<file path="config.mk">
export PLATFORM = sky130hd
export DESIGN_NAME = double_ended_queue
export DESIGN_NICKNAME = d
export VERILOG_FILES = /design/src/rtl/deq_pkg.sv /design/src/rtl/deq_ram.sv /design/src/rtl/double_ended_queue.sv
export SDC_FILE = /design/constraint.sdc
export NUM_CORES = 1
export LEC_CHECK = 0
export BUFFER_PORTS_ARGS = -buffer_cell sky130_fd_sc_hd__buf_4
export CAP_MARGIN = 20
export CORE_MARGIN = 5
export CORE_UTILIZATION = 40
export DETAILED_ROUTE_END_ITERATION = 10
export PLACE_DENSITY = 0.59
export SYNTH_ARGS = -nofsm -noshare
export SYNTH_HDL_FRONTEND = slang
export SYNTH_HIERARCHICAL = 1
export SYNTH_SLANG_ARGS = --single-unit
</file>
<file path="constraint.sdc">
create_clock -name clk -period 6.07 [get_ports clk]
set_input_delay 0.3035 -clock clk [delete_from_list [all_inputs] [get_ports clk]]
set_output_delay 0.3035 -clock clk [all_outputs]
set_load 0.01 [all_outputs]
</file>
<file path="src/rtl/deq_pkg.sv">
// Shared types, constants and helpers for the double-ended queue.
package deq_pkg;

    localparam int CAPACITY  = 16;
    localparam int WORD_BITS = 32;
    localparam int IDX_W     = $clog2(CAPACITY);
    localparam int CNT_W     = $clog2(CAPACITY + 1);

    localparam logic [2:0] CMD_PUSH_FRONT = 3'd0;
    localparam logic [2:0] CMD_PUSH_REAR  = 3'd1;
    localparam logic [2:0] CMD_POP_FRONT  = 3'd2;
    localparam logic [2:0] CMD_POP_REAR   = 3'd3;
    localparam logic [2:0] CMD_PEEK_FRONT = 3'd4;
    localparam logic [2:0] CMD_PEEK_REAR  = 3'd5;

    localparam logic [1:0] STATUS_OK    = 2'd0;
    localparam logic [1:0] STATUS_EMPTY = 2'd1;
    localparam logic [1:0] STATUS_FULL  = 2'd2;

    typedef logic [IDX_W-1:0]     idx_t;
    typedef logic [CNT_W-1:0]     cnt_t;
    typedef logic [WORD_BITS-1:0] word_t;

    typedef struct packed {
        logic [2:0]         cmd;
        logic signed [31:0] data_in;
    } req_t;

    typedef struct packed {
        logic signed [31:0] data_out;
        logic [1:0]         status;
        logic [4:0]         fill_count;
        logic               is_empty;
    } rsp_t;

    typedef enum logic [1:0] {
        ST_IDLE = 2'b01,
        ST_READ = 2'b10
    } state_t;

    function automatic idx_t step_up(input idx_t i);
        return (i == idx_t'(CAPACITY - 1)) ? '0 : idx_t'(i + 1'b1);
    endfunction

    function automatic idx_t step_down(input idx_t i);
        return (i == '0) ? idx_t'(CAPACITY - 1) : idx_t'(i - 1'b1);
    endfunction

    // Sign-extend (or cut) a stored word to the 32-bit result field.
    function automatic logic signed [31:0] word_to_out(input word_t w);
        logic signed [63:0] ext;
        ext = 64'(signed'(w));
        return ext[31:0];
    endfunction

endpackage

</file>
<file path="src/rtl/deq_ram.sv">
// Generic single-write, single-read RAM with registered read data.
module deq_ram #(
    parameter int WIDTH = 32,
    parameter int DEPTH = 16
) (
    input  logic                     clk,
    input  logic                     wr_en,
    input  logic [$clog2(DEPTH)-1:0] wr_addr,
    input  logic [WIDTH-1:0]         wr_data,
    input  logic                     rd_en,
    input  logic [$clog2(DEPTH)-1:0] rd_addr,
    output logic [WIDTH-1:0]         rd_data
);

    logic [WIDTH-1:0] mem_reg [DEPTH];
    logic [WIDTH-1:0] rd_data_reg;

    always_ff @(posedge clk)
    begin
        if (wr_en)
        begin
            mem_reg[wr_addr] <= wr_data;
        end
        if (rd_en)
        begin
            rd_data_reg <= mem_reg[rd_addr];
        end
    end

    assign rd_data = rd_data_reg;

endmodule

</file>
<file path="src/rtl/double_ended_queue.sv">
// Top level of the double-ended queue: ring buffer control around one RAM.
//
// Double-ended queue of signed words held in a ring buffer of CAPACITY entries
// (deq_pkg). Each request transaction carries one command: push front, push
// rear, pop front, pop rear, peek front or peek rear; every request yields
// exactly one response transaction with the word read, a status code, the
// fill count after the operation and an empty flag. Pushes, unused commands
// and pops or peeks on an empty queue are resolved in the cycle the request
// is taken and answered from the output register in the next cycle; the
// next request may follow directly. A pop or peek on a non-empty queue reads
// the entry RAM, whose read data is registered; the response is built in
// ST_READ when the data returns and no request is taken in between. So
// pushes are taken at one request per cycle while the output register drains,
// while reads hold requests off until data returns. The response sits in an
// output register; a new request is taken while that register is empty or
// being drained in the same cycle. Front and rear pointers move at
// acceptance, so a following request always sees the updated queue. Entry
// storage is not cleared at reset; only written slots are ever read.
module double_ended_queue
    import deq_pkg::*;
(
    input  logic clk,
    input  logic rst_n,
    input  logic req_valid,
    output logic req_stall,
    input  req_t req,
    output logic rsp_valid,
    input  logic rsp_stall,
    output rsp_t rsp
);

    state_t state_reg, state_next;
    idx_t   front_reg, front_next;
    idx_t   rear_reg, rear_next;
    cnt_t   count_reg, count_next;
    logic   rsp_valid_reg, rsp_valid_next;
    rsp_t   rsp_reg, rsp_next;

    logic   accept;
    logic   load;
    logic   wr_en;
    idx_t   wr_addr;
    word_t  wr_data;
    logic   rd_en;
    idx_t   rd_addr;
    word_t  rd_data;
    logic   is_full;
    logic   is_zero;

    // Single entry store; pushes write at acceptance, reads return in the next cycle.
    deq_ram #(
        .WIDTH (WORD_BITS),
        .DEPTH (CAPACITY)
    ) u_entry_ram (
        .clk     (clk),
        .wr_en   (wr_en),
        .wr_addr (wr_addr),
        .wr_data (wr_data),
        .rd_en   (rd_en),
        .rd_addr (rd_addr),
        .rd_data (rd_data)
    );

    // Take a request only with no read in flight and room in the output register.
    assign req_stall = (state_reg != ST_IDLE) || (rsp_valid_reg && rsp_stall);
    assign accept    = req_valid && !req_stall;

    assign is_full = (count_reg == cnt_t'(CAPACITY));
    assign is_zero = (count_reg == '0);

    always_comb
    begin
        state_next = state_reg;
        front_next = front_reg;
        rear_next  = rear_reg;
        count_next = count_reg;
        wr_en      = 1'b0;
        wr_addr    = rear_reg;
        wr_data    = word_t'($unsigned(req.data_in));
        rd_en      = 1'b0;
        rd_addr    = front_reg;
        load       = 1'b0;
        rsp_next   = rsp_reg;

        if (accept)
        begin
            // Most commands answer at once; default to that and override below.
            load                = 1'b1;
            rsp_next.data_out   = '0;
            rsp_next.status     = STATUS_OK;

            case (req.cmd)
                CMD_PUSH_FRONT:
                begin
                    if (is_full)
                    begin
                        rsp_next.status = STATUS_FULL;
                    end
                    else
                    begin
                        front_next = step_down(front_reg);
                        wr_en      = 1'b1;
                        wr_addr    = step_down(front_reg);
                        count_next = cnt_t'(count_reg + 1'b1);
                    end
                end
                CMD_PUSH_REAR:
                begin
                    if (is_full)
                    begin
                        rsp_next.status = STATUS_FULL;
                    end
                    else
                    begin
                        wr_en      = 1'b1;
                        wr_addr    = rear_reg;
                        rear_next  = step_up(rear_reg);
                        count_next = cnt_t'(count_reg + 1'b1);
                    end
                end
                CMD_POP_FRONT,
                CMD_POP_REAR,
                CMD_PEEK_FRONT,
                CMD_PEEK_REAR:
                begin
                    if (is_zero)
                    begin
                        rsp_next.data_out = '1;
                        rsp_next.status   = STATUS_EMPTY;
                    end
                    else
                    begin
                        // Issue the read; the response is built when data returns.
                        load       = 1'b0;
                        rd_en      = 1'b1;
                        state_next = ST_READ;
                        if (req.cmd inside {CMD_POP_FRONT, CMD_PEEK_FRONT})
                        begin
                            rd_addr = front_reg;
                        end
                        else
                        begin
                            rd_addr = step_down(rear_reg);
                        end
                        if (req.cmd == CMD_POP_FRONT)
                        begin
                            front_next = step_up(front_reg);
                            count_next = cnt_t'(count_reg - 1'b1);
                        end
                        else if (req.cmd == CMD_POP_REAR)
                        begin
                            rear_next  = step_down(rear_reg);
                            count_next = cnt_t'(count_reg - 1'b1);
                        end
                    end
                end
                default:
                begin
                    // Unused command: report the unchanged queue.
                end
            endcase

            rsp_next.fill_count = 5'(count_next);
            rsp_next.is_empty   = (count_next == '0);
        end
        else if (state_reg == ST_READ)
        begin
            // Read data is back; the count already holds the post-operation value.
            load                = 1'b1;
            state_next          = ST_IDLE;
            rsp_next.data_out   = word_to_out(rd_data);
            rsp_next.status     = STATUS_OK;
            rsp_next.fill_count = 5'(count_reg);
            rsp_next.is_empty   = is_zero;
        end

        if (load)
        begin
            rsp_valid_next = 1'b1;
        end
        else
        begin
            rsp_valid_next = rsp_valid_reg && rsp_stall;
        end
    end

    always_ff @(posedge clk or negedge rst_n)
    begin
        if (!rst_n)
        begin
            state_reg     <= ST_IDLE;
            front_reg     <= '0;
            rear_reg      <= '0;
            count_reg     <= '0;
            rsp_valid_reg <= 1'b0;
        end
        else
        begin
            state_reg     <= state_next;
            front_reg     <= front_next;
            rear_reg      <= rear_next;
            count_reg     <= count_next;
            rsp_valid_reg <= rsp_valid_next;
        end
    end

    // Hold the response payload until a new one is loaded.
    always_ff @(posedge clk)
    begin
        if (load)
        begin
            rsp_reg <= rsp_next;
        end
    end

    assign rsp_valid = rsp_valid_reg;
    assign rsp       = rsp_reg;

endmodule
</file>
==> results.sh <==
export IMPL_status="finished, final reports clean"
export IMPL_hold_path_class="in2async"
export IMPL_p_switching_mw=3.49
export IMPL_drc=0
export IMPL_critPathArrivalTime_ns=4.50
export IMPL_antenna_found_initial=0
export IMPL_synth_fa_ha_area_share_pct=0.434
export IMPL_tightest_slew_ns=1.15
export IMPL_cp_end_kind="flop"
export IMPL_nFillCells=4714
export IMPL_slew_headroom_pct=23.0
export IMPL_track_usage_pct=15.9
export IMPL_criticalPathCategory="reg2reg"
export IMPL_wl_um=49700
export IMPL_hold_viol=0
export IMPL_fmaxAchievable_mhz=236
export IMPL_cts_sinks=600
export IMPL_r2r_start="count_reg[1]"
export IMPL_cts_root_buffer="clkbuf_16"
export IMPL_synth_simple_area_share_pct=2.41
export IMPL_antenna_cells=0
export IMPL_syn_avg_cell_area_sq_um=21.1
export IMPL_core_area_sq_um=57400
export IMPL_setup_violations_final=0
export IMPL_fin_setup_tns_ns=0
export IMPL_dp_hpwl_um=28200
export IMPL_synth_edff_count=584
export IMPL_power_frac_clock_pct=29.8
export IMPL_setup_slack_ns=1.84
export IMPL_synth_seq_cells=600
export IMPL_synth_area_leaders="edfxtp_1 76%, mux4_2 13%, a22oi_1 2.1%, dfrtp_1 1.6%, a21o_1 1.2%"
export IMPL_min_period_ns=4.23
export IMPL_dieHeight_um=250
export IMPL_first_global_vias=11638
export IMPL_tritoncts="done"
export IMPL_cts_repair_resized=0
export IMPL_skew_ns=0.0284
export IMPL_synth_compound_area_share_pct=4.77
export IMPL_postRouteAntennaNets=0
export IMPL_rsz0062_at_grt="false"
export IMPL_synth_area_sq_um=23000
export IMPL_yosysSeqAreaShare_pct=77.8
export IMPL_synthXorXnorAreaFrac_pct=0.266
export IMPL_async_reset_ff_share_pct=2.67
export IMPL_yosysTopAreaCellShare_pct=76.1
export IMPL_leakagePower_nw=8.89
export IMPL_grt_start_max_net_pins=129
export IMPL_wl_per_cell_um=24.3
export IMPL_pwr_share_comb_pct=27.7
export IMPL_synth_flop_cell="edfxtp_1"
export IMPL_p_sw_share_pct=29.2
export IMPL_cts_htree_levels=2
export IMPL_post_route_period_util_pct=69.7
export IMPL_internal_power_mw=8.44
export IMPL_synth_most_common_cell="edfxtp_1"
export IMPL_area_delta_synth_final_pct=17.6
export IMPL_yosys_warnings=6
export IMPL_clk_path_buf_depth=3
export IMPL_crit_path_max_fanout=21
export IMPL_ff2ff_path_depth=10
export IMPL_fp_dieArea_sq_um=62500
export IMPL_yosys_area_top_type="edfxtp_1"
export IMPL_power_density_nw_per_um2=440
export IMPL_grt_ovfl_total=0
export IMPL_initial_core_util_pct=40.2
export IMPL_peakVddDrop_mv=0.382
export IMPL_die_w_um=250
export IMPL_clkSlewWorstSetupHoldPaths_ns=0.06
export IMPL_total_power_mw=11.9
export IMPL_layout_drive_gt1_share_pct=27.6
export IMPL_via_count=11163
export IMPL_reg2reg_slack_ns=1.84
export IMPL_synthCells=1092
export IMPL_largest_reg_flops=512
export IMPL_slew_viol_final=0
export IMPL_boundaryPins=81
export IMPL_cap_violations=0
export IMPL_synth_nets=1139
export IMPL_pre_cts_ws_ns=1.87
export IMPL_clkLatencyLatePin_ns=0.63
export IMPL_cts_buffers=60
export IMPL_synthDistinctLibCells=52
export IMPL_crit_required_ns=6.34
export IMPL_synth_mux_area_share_pct=12.9
export IMPL_fp_row_count=88
export IMPL_dr_pass1_iters=5
export IMPL_grt_pass1_wl_um=75700
export IMPL_p_seq_share_pct=42.5
export IMPL_routabilityCongestion=0.811
export IMPL_synth_top_cells_by_count="584 x edfxtp_1, 128 x mux4_2, 65 x a22oi_1"
export IMPL_dr_first_iter_drc_count=929
export IMPL_synth_top_family_by_area="multiplexers"
export IMPL_cp_start_kind="flop"
export IMPL_timing_rr_end="u_entry_ram/mem_reg[11][19]"
export IMPL_port_buffers=80
export IMPL_nets=1284
export IMPL_viasPerCell=5.45
==> worst max-delay path, cell delays in order, from the launching register on <==
cell and delay (ns):
dfrtp_1 0.48, inv_1 0.07, ha_1 0.21, nor3b_2 0.20, nand2_1 0.14, nand2_1 0.10, nor3_1 0.43, mux2i_1 0.74
nand2_1 0.44, nor2_4 0.53, buf_4 0.48
==> cell usage in the layout, fill, tap and decap left out, types with 3 or more instances in the layout <==
cell type and n:
edfxtp_1 584, mux4_2 128, buf_4 95, a22oi_1 65
clkbuf_16 60, nand2_1 51, a21o_1 36, dlygate4sd3_1 34
clkinv_1 17, dfrtp_1 15, inv_1 13, a21oi_1 13
o21ai_0 13, nor2_4 13, buf_12 11, nand3_1 10
clkinv_2 10, clkbuf_1 9, ha_1 8, nor2_1 7
mux2_2 6, xnor2_1 5, nand2b_1 5, bufinv_16 5
a31oi_1 4, o211ai_1 4, nor3_2 4, nor2b_1 3
nor3_1 3, o21bai_1 3
==> kinds of logic (layout without fill, tap and decap cells) <==
kind of cell / after synthesis / in the layout
simple gates: 116 / 116
flops: 600 / 600
mux: 136 / 136
xor+xnor: 7 / 7
compound gates: 154 / 154
fa+ha+maj: 8 / 8
buf+inv: 71 / 262
==> power by group through the flow <==
stage          sequential (mW)  clock, mW  combinational [mW]
3_3_place_gp              5.16          0                3.30
3_5_place_dp              5.16          0                3.32
4_1_cts                   5.08       3.65                3.35
2_1_floorplan             5.15          0                2.29
5_1_grt                   5.10       3.85                3.60
6_report                  5.07       3.55                3.31
==> per-stage QoR <==
step                area, sq um  util (%)  hold WS, ns  instances
finish                    27100      47.3       0.0948       2048
detailed placement        24800      43.3        0.188       1904
global route              27100      47.3       0.0754       2048
floorplan                 23000         -      0.00791       1092
CTS                       27100      47.2       0.0548       2046
global placement          24700      43.1        0.185       1899
==> cell type report <==
type / count / area, sq um / share of cell area [%]
inverter: 13 / 48.8 / 0.180
timing repair buffer: 141 / 1300 / 4.80
tap: 765 / 957 / 3.53
sequential: 600 / 17900 / 66.2
multi-input combinational: 421 / 4960 / 18.3
clock buffer: 69 / 1540 / 5.66
clock inverter: 39 / 363 / 1.34
==> worst max-delay path by stage <==
| stage | start | to | cells after the start |
|---|---|---|---|
| after global placement | count_reg[1] | u_entry_ram/mem_reg[15][19] | 9 |
| after detailed placement | count_reg[1] | u_entry_ram/mem_reg[11][19] | 10 |
| after floorplan | count_reg[0] | u_entry_ram/mem_reg[0][0] | 9 |
| after global routing | count_reg[1] | u_entry_ram/mem_reg[11][9] | 10 |
| after CTS | count_reg[1] | u_entry_ram/mem_reg[11][9] | 10 |
| final | count_reg[1] | u_entry_ram/mem_reg[11][19] | 10 |
==> metal layers <==
metal  global-route usage [%]  wire [um]
met4                     3.70        772
met3                     2.51       2510
met2                     25.8      24300
met5                        0          0
met1                     23.1      22100
==> timing repair <==
| item | 4_1_cts | 5_1_grt |
|---|---|---|
| hold endpoints to repair | 511 | 0 |
| hold buffers | 34 | 0 |
| setup buffers | 0 | 0 |
Power figures use the tool's default switching activity.
